**src/ipv4fr_pkg.sv**
```systemverilog
// Shared types, constants and codes for the IPv4 fragment reassembly tracker.
// No dependencies.
package ipv4fr_pkg;

    localparam int NUM_CONTEXTS_DEF = 8;
    localparam int MAX_FRAGS_DEF    = 16;

    localparam logic [31:0] TIMEOUT_RESET = 32'd30000;
    localparam logic [17:0] RECV_MAX      = 18'h3FFFF;
    localparam logic [16:0] DGRAM_MAX     = 17'd65535;

    localparam logic [2:0] ST_IN_PROGRESS = 3'd0;
    localparam logic [2:0] ST_COMPLETE    = 3'd1;
    localparam logic [2:0] ST_INVALID     = 3'd2;
    localparam logic [2:0] ST_DUPLICATE   = 3'd3;
    localparam logic [2:0] ST_TOO_BIG     = 3'd4;
    localparam logic [2:0] ST_NO_ROOM     = 3'd5;

    localparam logic [0:0] REG_TIMEOUT = 1'd0;

    typedef struct packed {
        logic        mode;
        logic [31:0] src_addr;
        logic [31:0] dst_addr;
        logic [15:0] ident;
        logic [7:0]  protocol;
        logic [7:0]  iface_index;
        logic [12:0] frag_offset;
        logic        more_frags;
        logic [15:0] payload_len;
        logic [5:0]  header_len;
    } t_in_word;

    typedef struct packed {
        logic [2:0]  status;
        logic [2:0]  slot;
        logic [15:0] datagram_len;
    } t_out_word;

    typedef enum logic [3:0] {
        S_IDLE,
        S_TICK,
        S_MATCH,
        S_CHECK,
        S_SCAN_RD,
        S_SCAN,
        S_FINISH,
        S_OUT
    } t_state;

    typedef struct packed {
        logic load;       // capture input word
        logic tick;       // age all contexts
        logic match;      // resolve slot and allocate
        logic check;      // end checks and length update
        logic scan_rd;    // issue offset read
        logic scan_step;  // compare one stored offset
        logic finish;     // store offset, decide completion
    } t_cmd;

    typedef struct packed {
        logic is_tick;
        logic rejected;   // result already decided
        logic scan_done;
    } t_sts;

endpackage

```
**src/ipv4fr_ram.sv**
```systemverilog
// Generic single-port RAM with registered read.
// No dependencies.
module ipv4fr_ram #(
    parameter int WIDTH = 13,
    parameter int DEPTH = 128
) (
    input  logic                     i_clk,
    input  logic                     i_we,
    input  logic [$clog2(DEPTH)-1:0] i_addr,
    input  logic [WIDTH-1:0]         i_wdata,
    output logic [WIDTH-1:0]         o_rdata
);
    logic [WIDTH-1:0] r_mem [DEPTH];

    always_ff @(posedge i_clk) begin
        if (i_we) begin
            r_mem[i_addr] <= i_wdata;
        end
        o_rdata <= r_mem[i_addr];
    end
endmodule

```
**src/ipv4fr_ctrl.sv**
```systemverilog
// Controller state machine for the fragment tracker.
// Depends on ipv4fr_pkg.
module ipv4fr_ctrl (
    input  logic                i_clk,
    input  logic                i_rst_n,
    input  logic                i_in_valid,
    output logic                o_in_stall,
    output logic                o_out_valid,
    input  logic                i_out_stall,
    input  ipv4fr_pkg::t_sts    i_sts,
    output ipv4fr_pkg::t_cmd    o_cmd
);
    ipv4fr_pkg::t_state r_state, n_state;

    always_ff @(posedge i_clk) begin
        if (!i_rst_n) begin
            r_state <= ipv4fr_pkg::S_IDLE;
        end else begin
            r_state <= n_state;
        end
    end

    always_comb begin
        n_state = r_state;
        unique case (r_state)
            ipv4fr_pkg::S_IDLE:    if (i_in_valid) n_state = ipv4fr_pkg::S_MATCH;
            ipv4fr_pkg::S_MATCH: begin
                if (i_sts.is_tick) n_state = ipv4fr_pkg::S_TICK;
                else n_state = ipv4fr_pkg::S_CHECK;
            end
            ipv4fr_pkg::S_TICK:    n_state = ipv4fr_pkg::S_IDLE;
            ipv4fr_pkg::S_CHECK:   n_state = ipv4fr_pkg::S_SCAN_RD;
            ipv4fr_pkg::S_SCAN_RD: begin
                if (i_sts.rejected) n_state = ipv4fr_pkg::S_OUT;
                else if (i_sts.scan_done) n_state = ipv4fr_pkg::S_FINISH;
                else n_state = ipv4fr_pkg::S_SCAN;
            end
            ipv4fr_pkg::S_SCAN:    n_state = ipv4fr_pkg::S_SCAN_RD;
            ipv4fr_pkg::S_FINISH:  n_state = ipv4fr_pkg::S_OUT;
            ipv4fr_pkg::S_OUT:     if (!i_out_stall) n_state = ipv4fr_pkg::S_IDLE;
            default:               n_state = ipv4fr_pkg::S_IDLE;
        endcase
    end

    always_comb begin
        o_cmd = '0;
        o_in_stall = 1'b1;
        o_out_valid = 1'b0;
        unique case (r_state)
            ipv4fr_pkg::S_IDLE: begin
                o_in_stall = 1'b0;
                o_cmd.load = i_in_valid;
            end
            ipv4fr_pkg::S_MATCH:   o_cmd.match = !i_sts.is_tick;
            ipv4fr_pkg::S_TICK:    o_cmd.tick = 1'b1;
            ipv4fr_pkg::S_CHECK:   o_cmd.check = 1'b1;
            ipv4fr_pkg::S_SCAN_RD: o_cmd.scan_rd = 1'b1;
            ipv4fr_pkg::S_SCAN:    o_cmd.scan_step = 1'b1;
            ipv4fr_pkg::S_FINISH:  o_cmd.finish = 1'b1;
            ipv4fr_pkg::S_OUT:     o_out_valid = 1'b1;
            default: ;
        endcase
    end
endmodule

```
**src/ipv4fr_dp.sv**
```systemverilog
// Datapath: context table, length checks, offset list scan and aging.
// Depends on ipv4fr_pkg and ipv4fr_ram.
module ipv4fr_dp #(
    parameter int NUM_CONTEXTS = ipv4fr_pkg::NUM_CONTEXTS_DEF,
    parameter int MAX_FRAGS    = ipv4fr_pkg::MAX_FRAGS_DEF
) (
    input  logic                  i_clk,
    input  logic                  i_rst_n,
    input  ipv4fr_pkg::t_in_word  i_in,
    input  logic [31:0]           i_timeout,
    input  ipv4fr_pkg::t_cmd      i_cmd,
    output ipv4fr_pkg::t_sts      o_sts,
    output ipv4fr_pkg::t_out_word o_out
);
    localparam int CW = (NUM_CONTEXTS > 1) ? $clog2(NUM_CONTEXTS) : 1;
    localparam int FW = (MAX_FRAGS > 1) ? $clog2(MAX_FRAGS) : 1;
    localparam int NW = $clog2(MAX_FRAGS + 1);
    localparam int DEPTH = NUM_CONTEXTS * MAX_FRAGS;
    localparam int AW = $clog2(DEPTH);

    ipv4fr_pkg::t_in_word r_in;

    logic [NUM_CONTEXTS-1:0] r_valid;
    logic [31:0] r_src [NUM_CONTEXTS];
    logic [31:0] r_dst [NUM_CONTEXTS];
    logic [31:0] r_key [NUM_CONTEXTS];
    logic [16:0] r_end [NUM_CONTEXTS];
    logic [17:0] r_recv [NUM_CONTEXTS];
    logic [1:0]  r_flags [NUM_CONTEXTS];
    logic [31:0] r_age [NUM_CONTEXTS];
    logic [NW-1:0] r_cnt [NUM_CONTEXTS];

    logic [CW-1:0] r_slot;
    logic          r_rej;
    logic [2:0]    r_status;
    logic [15:0]   r_len;
    logic [NW-1:0] r_idx;

    logic [31:0] key3;
    logic [16:0] offset, end_raw, end_v;
    logic [NUM_CONTEXTS-1:0] hit;
    logic          found, free_found;
    logic [CW-1:0] hit_idx, free_idx;
    logic [AW-1:0] ram_addr;
    logic [12:0]   ram_rdata;
    logic          ram_we;
    logic [17:0]   recv_sum;
    logic [17:0]   recv_cur;
    logic [17:0]   dlen;
    logic          done;

    assign key3 = {r_in.ident, r_in.protocol, r_in.iface_index};
    assign offset = {1'b0, r_in.frag_offset, 3'b000};
    assign end_raw = offset + {1'b0, r_in.payload_len};
    assign end_v = r_in.more_frags ? {end_raw[16:3], 3'b000} : end_raw;

    always_comb begin
        found = 1'b0;
        hit_idx = '0;
        free_found = 1'b0;
        free_idx = '0;
        for (int i = NUM_CONTEXTS - 1; i >= 0; i--) begin
            hit[i] = r_valid[i] && r_src[i] == r_in.src_addr &&
                     r_dst[i] == r_in.dst_addr && r_key[i] == key3;
            if (hit[i]) begin
                found = 1'b1;
                hit_idx = CW'(i);
            end
            if (!r_valid[i]) begin
                free_found = 1'b1;
                free_idx = CW'(i);
            end
        end
    end

    assign recv_cur = r_recv[r_slot];
    assign recv_sum = (19'(recv_cur) + 19'(end_v - offset) > 19'(ipv4fr_pkg::RECV_MAX)) ?
                      ipv4fr_pkg::RECV_MAX : 18'(19'(recv_cur) + 19'(end_v - offset));
    assign dlen = 18'(r_in.header_len) + r_recv[r_slot];
    assign done = r_flags[r_slot] == 2'b11 && r_recv[r_slot] == {1'b0, r_end[r_slot]};

    assign ram_we = i_cmd.finish && r_status == ipv4fr_pkg::ST_IN_PROGRESS;
    assign ram_addr = AW'(r_slot) * AW'(MAX_FRAGS) + AW'(r_idx[FW-1:0]);

    ipv4fr_ram #(.WIDTH(13), .DEPTH(DEPTH)) u_offsets (
        .i_clk  (i_clk),
        .i_we   (ram_we),
        .i_addr (ram_addr),
        .i_wdata(r_in.frag_offset),
        .o_rdata(ram_rdata)
    );

    always_ff @(posedge i_clk) begin
        if (!i_rst_n) begin
            r_valid <= '0;
        end else begin
            if (i_cmd.tick) begin
                for (int i = 0; i < NUM_CONTEXTS; i++) begin
                    if (r_valid[i]) begin
                        if (r_age[i] != 32'hFFFF_FFFF) begin
                            if (r_age[i] + 32'd1 >= i_timeout) r_valid[i] <= 1'b0;
                        end else if (r_age[i] >= i_timeout) begin
                            r_valid[i] <= 1'b0;
                        end
                    end
                end
            end
            if (i_cmd.match && !found && free_found) r_valid[free_idx] <= 1'b1;
            // free the context once the datagram is whole
            if (ram_we && done) begin
                r_valid[r_slot] <= 1'b0;
            end
        end
    end

    always_ff @(posedge i_clk) begin
        if (i_cmd.load) r_in <= i_in;
        if (i_cmd.tick) begin
            for (int i = 0; i < NUM_CONTEXTS; i++) begin
                if (r_valid[i] && r_age[i] != 32'hFFFF_FFFF) r_age[i] <= r_age[i] + 32'd1;
            end
        end
        if (i_cmd.match) begin
            r_rej <= 1'b0;
            r_status <= ipv4fr_pkg::ST_IN_PROGRESS;
            r_len <= '0;
            r_idx <= '0;
            if (found) begin
                r_slot <= hit_idx;
            end else if (free_found) begin
                r_slot <= free_idx;
                r_src[free_idx] <= r_in.src_addr;
                r_dst[free_idx] <= r_in.dst_addr;
                r_key[free_idx] <= key3;
                r_end[free_idx] <= '0;
                r_recv[free_idx] <= '0;
                r_flags[free_idx] <= '0;
                r_age[free_idx] <= '0;
                r_cnt[free_idx] <= '0;
            end else begin
                r_slot <= '0;
                r_rej <= 1'b1;
                r_status <= ipv4fr_pkg::ST_NO_ROOM;
            end
        end
        if (i_cmd.check && !r_rej) begin
            if (!r_in.more_frags) begin
                if (end_v < r_end[r_slot] ||
                    (r_flags[r_slot][1] && end_v != r_end[r_slot])) begin
                    r_rej <= 1'b1;
                    r_status <= ipv4fr_pkg::ST_INVALID;
                end else if (end_v == offset) begin
                    r_flags[r_slot][1] <= 1'b1;
                    r_end[r_slot] <= end_v;
                    r_rej <= 1'b1;
                    r_status <= ipv4fr_pkg::ST_INVALID;
                end else begin
                    r_flags[r_slot] <= {1'b1, r_flags[r_slot][0] | (offset == '0)};
                    r_end[r_slot] <= end_v;
                    r_recv[r_slot] <= recv_sum;
                end
            end else begin
                if (end_v > r_end[r_slot] && r_flags[r_slot][1]) begin
                    r_rej <= 1'b1;
                    r_status <= ipv4fr_pkg::ST_INVALID;
                end else begin
                    if (end_v > r_end[r_slot]) r_end[r_slot] <= end_v;
                    if (end_v == offset) begin
                        r_rej <= 1'b1;
                        r_status <= ipv4fr_pkg::ST_INVALID;
                    end else begin
                        if (offset == '0) r_flags[r_slot][0] <= 1'b1;
                        r_recv[r_slot] <= recv_sum;
                    end
                end
            end
        end
        // ram read was issued in SCAN_RD; compare the returned offset
        if (i_cmd.scan_step) begin
            if (ram_rdata == r_in.frag_offset) begin
                r_rej <= 1'b1;
                r_status <= ipv4fr_pkg::ST_DUPLICATE;
            end else begin
                r_idx <= r_idx + NW'(1);
            end
        end
        if (i_cmd.scan_rd && !r_rej && o_sts.scan_done &&
            r_cnt[r_slot] >= NW'(MAX_FRAGS)) begin
            r_rej <= 1'b1;
            r_status <= ipv4fr_pkg::ST_NO_ROOM;
        end
        if (ram_we) begin
            r_cnt[r_slot] <= r_cnt[r_slot] + NW'(1);
            if (done) begin
                if (dlen > {1'b0, ipv4fr_pkg::DGRAM_MAX}) begin
                    r_status <= ipv4fr_pkg::ST_TOO_BIG;
                end else begin
                    r_status <= ipv4fr_pkg::ST_COMPLETE;
                    r_len <= dlen[15:0];
                end
            end
        end
    end

    assign o_sts.is_tick = r_in.mode;
    assign o_sts.rejected = r_rej;
    assign o_sts.scan_done = r_idx >= r_cnt[r_slot];

    assign o_out.status = r_status;
    assign o_out.slot = 3'(r_slot);
    assign o_out.datagram_len = r_len;
endmodule

```
**src/ipv4_fragment_reassembly_tracker.sv**
```systemverilog
// Top level of the IPv4 fragment reassembly tracker: APB register, controller, datapath.
// Depends on ipv4fr_pkg, ipv4fr_ctrl, ipv4fr_dp.
//
// Takes one word at a time: a fragment or a tick. A tick ages all contexts and
// gives no result. A fragment passes MATCH, CHECK and then the scan of the offset
// RAM, which reads and compares the N offsets already stored for its context (at
// most MAX_FRAGS) one entry at a time, then FINISH and OUT, where it waits while the
// output is stalled. A fragment rejected before the scan goes from SCAN_RD to OUT,
// and a duplicate of stored entry k (from 0) ends the scan at that entry.
// Register 0 at byte address 0 holds timeout_ticks (reset 30000).
module ipv4_fragment_reassembly_tracker #(
    parameter int NUM_CONTEXTS = ipv4fr_pkg::NUM_CONTEXTS_DEF,
    parameter int MAX_FRAGS    = ipv4fr_pkg::MAX_FRAGS_DEF
) (
    input  logic                  i_clk,
    input  logic                  i_rst_n,
    input  logic                  i_valid,
    output logic                  o_stall,
    input  ipv4fr_pkg::t_in_word  i_data,
    output logic                  o_valid,
    input  logic                  i_stall,
    output ipv4fr_pkg::t_out_word o_data,
    input  logic                  psel,
    input  logic                  penable,
    input  logic                  pwrite,
    input  logic [0:0]            paddr,
    input  logic [31:0]           pwdata,
    output logic [31:0]           prdata,
    output logic                  pready
);
    logic [31:0] r_timeout;
    ipv4fr_pkg::t_cmd cmd;
    ipv4fr_pkg::t_sts sts;

    assign pready = 1'b1;
    assign prdata = (paddr == ipv4fr_pkg::REG_TIMEOUT) ? r_timeout : 32'd0;

    always_ff @(posedge i_clk) begin
        if (!i_rst_n) begin
            r_timeout <= ipv4fr_pkg::TIMEOUT_RESET;
        end else if (psel && penable && pwrite && paddr == ipv4fr_pkg::REG_TIMEOUT) begin
            r_timeout <= pwdata;
        end
    end

    ipv4fr_ctrl u_ctrl (
        .i_clk      (i_clk),
        .i_rst_n    (i_rst_n),
        .i_in_valid (i_valid),
        .o_in_stall (o_stall),
        .o_out_valid(o_valid),
        .i_out_stall(i_stall),
        .i_sts      (sts),
        .o_cmd      (cmd)
    );

    ipv4fr_dp #(.NUM_CONTEXTS(NUM_CONTEXTS), .MAX_FRAGS(MAX_FRAGS)) u_dp (
        .i_clk    (i_clk),
        .i_rst_n  (i_rst_n),
        .i_in     (i_data),
        .i_timeout(r_timeout),
        .i_cmd    (cmd),
        .o_sts    (sts),
        .o_out    (o_data)
    );
endmodule
```
**config.mk**
```make
export PLATFORM = sky130hd
export DESIGN_NAME = ipv4_fragment_reassembly_tracker
export DESIGN_NICKNAME = d
export VERILOG_FILES = /design/src/ipv4fr_pkg.sv /design/src/ipv4fr_ram.sv /design/src/ipv4fr_ctrl.sv /design/src/ipv4fr_dp.sv /design/src/ipv4_fragment_reassembly_tracker.sv
export SDC_FILE = /design/constraint.sdc
export NUM_CORES = 2
export LEC_CHECK = 0
export BUFFER_PORTS_ARGS = -buffer_cell sky130_fd_sc_hd__buf_4
export CORE_MARGIN = 1.5
export CORE_UTILIZATION = 57
export DETAILED_ROUTE_END_ITERATION = 10
export PLACE_DENSITY = 0.76
export REMOVE_ABC_BUFFERS = 1
export SETUP_SLACK_MARGIN = 0.5
export SYNTH_ARGS = -nofsm -noshare
export SYNTH_HDL_FRONTEND = slang
export SYNTH_HIERARCHICAL = 1
export SYNTH_SLANG_ARGS = --single-unit
```
**constraint.sdc**
```tcl
create_clock -name i_clk -period 7.9 [get_ports i_clk]
set_input_delay 0.395 -clock i_clk [delete_from_list [all_inputs] [get_ports i_clk]]
set_output_delay 0.395 -clock i_clk [all_outputs]
set_load 0.02 [all_outputs]
```
After elaboration in Yosys (flattened, before gate mapping)

Memory sizes are Yosys's and may differ from the RTL's. A register that Yosys moved wholly into a read port is not among the register bits.
Index checks and enable logic that the tools add are counted.

$add $sub $neg: 15
$mul: 0
Div/mod/pow operators: 0
$lt $le $gt $ge: 26
Equal/unequal tests: 46
Shift-type cells: 0
Muxes and demuxes: 203
Bitwise logic cells: 10
Reduce and logical (&&, ||, !) cells: 62

Operators with widths:

| kind                    | count |
|---|---|
| $eq A32 B32 Y1          | 24 |
| $ge A32 B32 Y1          | 16 |
| $add A32 B1 Y32 const B | 8 |
| $ne A32 B32 Y1 const B  | 8 |
| $mux W1                 | 130 |
| $mux W3                 | 42 |
| $mux W16                | 4 |
| $mux W32                | 2 |
| $mux W18                | 3 |
| $mux W17                | 3 |
| $logic_and A1 B1 Y1     | 48 |
| $mux W8                 | 5 |
| $reduce_or A32 Y1       | 1 |
| $pmux W4 S6             | 1 |
| $mux W5                 | 4 |
| $add A18 B19 Y19        | 1 |
| $gt A19 B18 Y1 const B  | 1 |
| $add A6 B18 Y18         | 1 |
| $eq A18 B17 Y1          | 1 |
| $gt A18 B16 Y1 const B  | 1 |
| $reduce_or A18 Y1       | 1 |
| $sub A17 B16 Y18        | 1 |
| $add A16 B16 Y17        | 1 |
| $eq A17 B16 Y1          | 1 |
| other kinds (32)        | 54 |

Flip-flop bits (word level): 205
Bits in latches: 0
Bits in writable memories: 3024
Memory bits (read-only): 0
Output and inout port bits: 57
Memories: 9

Memories:

| name                 | depth | bits a word | read ports | clocked after Yosys merged registers in | wr ports | RTL line         | RTL |
|---|---|---|---|---|---|---|---|
| u_dp.u_offsets.r_mem | 128   | 13          | 1          | 1                                       | 1        | ipv4fr_ram.sv:13 | `logic [WIDTH-1:0] r_mem [DEPTH];` |
| u_dp.r_age           | 8     | 32          | 8          | 0                                       | 8        | ipv4fr_dp.sv:30  | `logic [31:0] r_age [NUM_CONTEXTS];` |
| u_dp.r_dst           | 8     | 32          | 8          | 0                                       | 1        | ipv4fr_dp.sv:25  | `logic [31:0] r_dst [NUM_CONTEXTS];` |
| u_dp.r_key           | 8     | 32          | 8          | 0                                       | 1        | ipv4fr_dp.sv:26  | `logic [31:0] r_key [NUM_CONTEXTS];` |
| u_dp.r_src           | 8     | 32          | 8          | 0                                       | 1        | ipv4fr_dp.sv:24  | `logic [31:0] r_src [NUM_CONTEXTS];` |
| u_dp.r_recv          | 8     | 18          | 1          | 1                                       | 1        | ipv4fr_dp.sv:28  | `logic [17:0] r_recv [NUM_CONTEXTS];` |
| +3 memories          | -     | -           | -          | -                                       | -        | -                |  |

Depth between registers and ports, before layout

An unclocked memory read counts as a cell.

Depth after elaboration: 24
Mapped depth: 26
Depth with buffers taken out: 25

Cells and area by module

Netlist, hierarchy kept.

By module, submodules not included:

| module                           | instances | cells an instance | area each (um^2) |
|---|---|---|---|
| ipv4fr_dp                        | 1         | 7421              | 83800.4 |
| ipv4fr_ram                       | 1         | 3865              | 64931.0 |
| ipv4_fragment_reassembly_tracker | 1         | 177               | 1572.8 |
| ipv4fr_ctrl                      | 1         | 29                | 266.5 |

Worst setup path before layout

Ideal clock, no wire load.

Path type: reg2reg
Start: register u_dp.r_in (netlist bit u_dp/offset[3])
End: memory u_dp.r_recv[0][0], enable pin
Setup time: 0.418 ns
Data arrival time: 6.981 ns
Required time: 7.482 ns
Setup slack: 0.501 ns
Stages on the path, launching flop included: 21
Buffers on the path: 1
Clock period less this slack: 7.399 ns
Cells stage by stage: edfxtp_1 -> ha_1 -> inv_1 -> fa_1 -> nor2b_1 -> o21ai_0 -> a21oi_1 -> o21ai_0 -> a21oi_1 -> o2111a_1 -> nor3_1 -> nor3b_1 -> nor2b_1 -> ha_1 -> nand4_1 -> o41ai_1 -> mux2i_1 -> nor3b_2 -> nand2_1 -> clkbuf_1 -> o21ai_0

Cells in the longest elaborated chain, start to end: 11
Elaborated cells on any way between the ends: 21
Those cells by class: add/sub (1); order compare (2); eq/ne (2); mux (11); bitwise (1); reduce/logical (4)

RTL lines:

| element                                                                | RTL line         | RTL |
|---|---|---|
| start: declaration                                                     | ipv4fr_dp.sv:21  | `ipv4fr_pkg::t_in_word r_in;` |
| start signal: assignment                                               | ipv4fr_dp.sv:117 | `if (i_cmd.load) r_in <= i_in;` |
| $add A16 B16 Y17 (*)                                                   | ipv4fr_dp.sv:54  | `assign end_raw = offset + {1'b0, r_in.payload_len};` |
| named net u_dp.end_raw[15]                                             | ipv4fr_dp.sv:40  | `logic [16:0] offset, end_raw, end_v;` |
| parallel branches: the longest is 7 deep, another holds $lt A17 B17 Y1 | -                |  |
| $or A1 B1 Y1 (no line) (*)                                             | -                |  |
| $reduce_or A18 Y1 (no line)                                            | -                |  |
| $mux W3 (no line) / $mux W1 (equally long branches)                    | -                |  |
| end: declaration                                                       | ipv4fr_dp.sv:28  |  |

Mark *: on every way through the listed nets, which the timed path passes.

Final worst setup path

Start: register u_dp.r_in (netlist bit u_dp/offset[3])
End: memory u_dp.r_recv[5][12], data pin

Cells in the longest elaborated chain, start to end: 11
Elaborated cells on any way between the ends: 25
Those cells by class: add/sub (3); order compare (3); eq/ne (2); mux (12); bitwise (1); reduce/logical (4)

RTL lines:

| element                                                                  | RTL line |
|---|---|
| $add A16 B16 Y17 (*)                                                     | ipv4fr_dp.sv:54 |
| named net u_dp.end_raw[7]                                                | ipv4fr_dp.sv:40 |
| parallel branches: the longest is 9 deep, another holds $add A18 B19 Y19 | - |
| $mux W18 (no line) (*)                                                   | - |

Marks and branches as above.

==> flow_summary.rst <==
.. list-table::
   :header-rows: 1

   * - Metric
     - Value
   * - Total via count in the routed design
     - 105964
   * - Root Buffer
     - sky130_fd_sc_hd__clkbuf_16
   * - Maximum root-to-sink buffer count
     - 4
   * - Power per cell area
     - roughly 230 nW/um2
   * - Worst hold-check path type
     - in -> reg
   * - Largest net degree at the start of global routing
     - 134
   * - FP Rows
     - about 190
   * - Startpoint of the worst-slack reg-to-reg timing path
     - u_dp/offset[3]
   * - Standby leakage power
     - between 50 and 60 nW
   * - Final total negative setup slack
     - 0 ns
   * - Hold-fix buffers at CTS
     - around 170
   * - Outcome
     - complete, no violations
   * - Wire length after detailed routing
     - 482700 um
   * - Synthesized flop and latch total
     - roughly 3200
   * - Number of clock buffers inserted by TritonCTS
     - 338
   * - Clock tree from TritonCTS
     - done
   * - Post-detailed-route wirelength per cell
     - ~30 um
   * - Final net count
     - between 10000 and 15000
   * - Sequential cell area fraction in the yosys report
     - 62.38%
   * - Antenna viol nets, final
     - 0
   * - Transition time of the tightest slew-check pin
     - 1.418 ns
   * - Port Buffer Count
     - between 200 and 250
   * - Clk slew on worst S/H paths
     - approximately 0.060 ns
   * - MaxCap Viol Count
     - 0
   * - Clock sink count
     - 3244
   * - Fill cell count
     - 18792
   * - Launch instance of the worst min-delay path
     - i_rst_n
   * - Yosys cell types
     - around 110
   * - Async set or reset register ratio after synthesis
     - 0%
   * - Number of antenna violations at the first check in global routing
     - 26
   * - Overall die height
     - ~520 um
   * - Flip-flop cell with the highest count after synthesis
     - sky130_fd_sc_hd__edfxtp_1
   * - Yosys top cell by area
     - sky130_fd_sc_hd__edfxtp_1
   * - Via count of the first global-routing pass
     - about 100k
   * - Final period util
     - a little under nine tenths
   * - Post-Route Skew
     - ~0.096 ns
   * - Number of failing setup endpoints in the final timing report
     - 0
   * - Total power consumption of the routed design
     - 0.03932 W
   * - Top-count cell post-synth
     - sky130_fd_sc_hd__edfxtp_1
   * - Post-detailed-placement half-perimeter wirelength
     - slightly above 300000 um
   * - Endpoint type of the worst setup path
     - register
   * - Wire length of the first global-routing pass
     - around 690000 um
   * - H-Tree Depth
     - 5
   * - Top-Level Pins
     - 230
   * - Endpoint arrival time on the critical path
     - around 7.4 ns
   * - Highest clock rate
     - roughly 0.15 GHz
   * - Remaining DRCs
     - 0
   * - Initial core utilization
     - between 50% and 60%
   * - Final hold violation count
     - 0
   * - Relative slew slack
     - under 10%
   * - Total core area
     - ~260000 um2
   * - Placer Congestion
     - around 1
   * - Largest voltage drop on the vdd net
     - 361.1 uV
   * - Final number of max-transition violations
     - 0
   * - Instance count of the mapped netlist
     - between 10000 and 15000
   * - Cell count of the worst hold path
     - 3
   * - Total track usage
     - 35.45%
   * - Width of the die
     - 517.0 um
   * - Worst Path Class, Setup
     - reg -> reg
   * - Detailed router's first-iteration violation count
     - 14917
   * - Final Critical Period
     - between 6 and 7 ns
   * - PostCTS Resize Cnt
     - 0
   * - # Post-CTS Setup Buffers
     - 0
   * - Top post-synthesis cells by area
     - sky130_fd_sc_hd__edfxtp_1 58%, sky130_fd_sc_hd__ha_1 4.9%, sky130_fd_sc_hd__dfxtp_1 4.6%
   * - Placed standard-cell area
     - 157500 um2
   * - Endpoint of the worst hold path
     - r_timeout[21]
   * - Final standard cell area without fillers
     - 170200 um2
   * - Global route total overflow
     - 0
   * - Area enclosed by the die boundary
     - 267300 um2
   * - EDFF count, synth
     - 2896
   * - Number of warnings issued by yosys
     - 6
   * - Routed vias/inst
     - ~6.7
   * - Top cell types by occurrence after synthesis
     - 2896 x sky130_fd_sc_hd__edfxtp_1, 1027 x sky130_fd_sc_hd__nor2_1, 648 x sky130_fd_sc_hd__xnor2_1
   * - Slack of the worst reg-to-reg path
     - around 1.1 ns
   * - Share of final-layout standard cells stronger than drive strength 1
     - between 10% and 20%
   * - Data required time of the worst path
     - approximately 8.5 ns
   * - Area delta synth->final
     - 13.02%
   * - Top cell type's share of synthesized area
     - between 50 and 60%
   * - Clock latency of the later-clocked register in the worst-skew pair
     - about 0.98 ns
   * - Synthesized cell area
     - about 150000 um2
   * - CP Max Fanout
     - 11
   * - Router iterations before antenna repair
     - 10
   * - RSZ-0062 raised after global routing
     - no
   * - Setup crit start kind
     - register
   * - Cells on worst reg2reg path
     - 22
   * - End of the worst register-to-register path
     - u_dp/r_recv[5][12]
   * - Syn avg cell area
     - between 10 and 15 um2
[routing by layer]
| layer | up-vias | share of wire, % | track usage, % |
|---|---|---|---|
| met3 | 1585 | 12 | 7.450 |
| met2 | 7453 | 44 | 53.80 |
| met1 | 52048 | 36 | 46.32 |
| li1 | 44864 | - | - |
| met4 | 14 | 7.6 | 23.33 |
| met5 | - | 0.021 | 0 |
[critical path, stage by stage, from the launching register on]
cell and delay (ns):
sky130_fd_sc_hd__edfxtp_1 0.40, sky130_fd_sc_hd__ha_1 0.29, sky130_fd_sc_hd__inv_1 0.08, sky130_fd_sc_hd__fa_1 0.47, sky130_fd_sc_hd__nor2b_1 0.14, sky130_fd_sc_hd__o21ai_0 0.11
sky130_fd_sc_hd__a21oi_1 0.21, sky130_fd_sc_hd__nand2b_1 0.42, sky130_fd_sc_hd__inv_1 0.16, sky130_fd_sc_hd__ha_1 0.38, sky130_fd_sc_hd__o21ai_0 0.15, sky130_fd_sc_hd__a21boi_0 0.38
sky130_fd_sc_hd__o211ai_1 0.19, sky130_fd_sc_hd__a31oi_1 0.36, sky130_fd_sc_hd__nor2_1 0.14, sky130_fd_sc_hd__ha_1 0.36, sky130_fd_sc_hd__and3_1 0.20, sky130_fd_sc_hd__a221o_1 0.30
sky130_fd_sc_hd__a21oi_1 0.24, sky130_fd_sc_hd__a21oi_1 0.12, sky130_fd_sc_hd__or3_1 0.60, sky130_fd_sc_hd__a21oi_1 0.58, sky130_fd_sc_hd__nor2_1 0.11
[report_power, final]
group	leakage (nW)	total, W	switching, W	internal (W)
logic	25.1	0.00410	0.00282	0.00128
registers	28.5	0.0192	0.000261	0.0190
clock network	5.34	0.0160	0.00688	0.00912
total	59.0	0.0393	0.00996	0.0294
[cells by family after synthesis]
kind of cell / Yosys count / share of synthesized area, %
adder cells (fa/ha/maj): 597 / 4.981
AO/OA/AOI/OAI: 1985 / 9.044
other: 1 / 0.002491
AND/OR/NAND/NOR: 3382 / 11.30
buffers and inverters: 836 / 2.588
XOR/XNOR: 1035 / 6.020
flip-flops: 3244 / 62.38
multiplexers: 412 / 3.680
[cell type report]
type                       count  area [um2]  share of cell area [%]
sequential                  3244       93950                   55.21
multi-input combinational   7412       52940                   31.11
clock buffer                 413        8947                   5.258
timing repair buffer         843        6905                   4.058
tap                         3515        4398                   2.584
clock inverter               202        2046                   1.202
inverter                     247       942.2                  0.5536
antenna                       19       47.55                 0.02794
[worst max-delay path by stage]
stage | endpoint | from | slack [ns]
after floorplan | u_dp/r_valid[4] | u_ctrl/r_state[1] | -16.43
after global placement | u_dp/r_recv[1][10] | u_dp/offset[3] | 1.31
after detailed placement | u_dp/r_recv[0][16] | u_dp/offset[3] | 1.31
after CTS | u_dp/r_recv[0][16] | u_dp/offset[3] | 1.21
after global routing | u_dp/r_recv[4][15] | u_dp/offset[3] | 0.64
final | u_dp/r_recv[5][12] | u_dp/offset[3] | 1.15
[flip-flops by register name, indices dropped and copies added (netlist names), 16 cells and up, named ones only]
register	cells
u_dp/r_flags	16
u_dp/r_len	16
u_dp/r_in	87
u_dp/r_recv	144
u_dp/r_end	136
u_dp/u_offsets/r_mem	1664
u_dp/r_src	256
u_dp/r_cnt	40
r_timeout	32
u_dp/key3	32
u_dp/r_age	256
u_dp/r_dst	256
u_dp/r_key	256
[cell usage in the layout (no fill, tap or decap), drive strengths merged, types with 33 or more instances in the layout]
cell and instances:
a211oi 50, a21o 118, a21oi 531, a221oi 268, a22oi 207, and3 66, buf 677, clkbuf 413
clkinv 133, dfxtp 348, dlygate4sd3 166, edfxtp 2896, ha 593, inv 263, mux2 72, mux2i 235
mux4 105, nand2 578, nand2b 445, nand3 208, nand4 426, nor2 1030, nor2b 139, nor3 144
nor4 140, o2111ai 48, o211ai 33, o21ai 268, o221ai 46, o22ai 106, or2 33, or3 33
xnor2 648, xor2 387
[through the flow]
step | instances | utilization (%) | hold slack [ns] | setup WS (ns)
floorplan | 10903 | - | 0.4257 | -16.43
global placement | 15093 | 59.98 | 0.4368 | 1.314
detailed placement | 15094 | 59.99 | 0.4477 | 1.306
CTS | 15875 | 64.81 | 0.02484 | 1.209
global route | 15889 | 64.82 | 0.09843 | 0.6375
finish | 15895 | 64.83 | 0.06711 | 1.149
(Power assumes the default switching activity.)
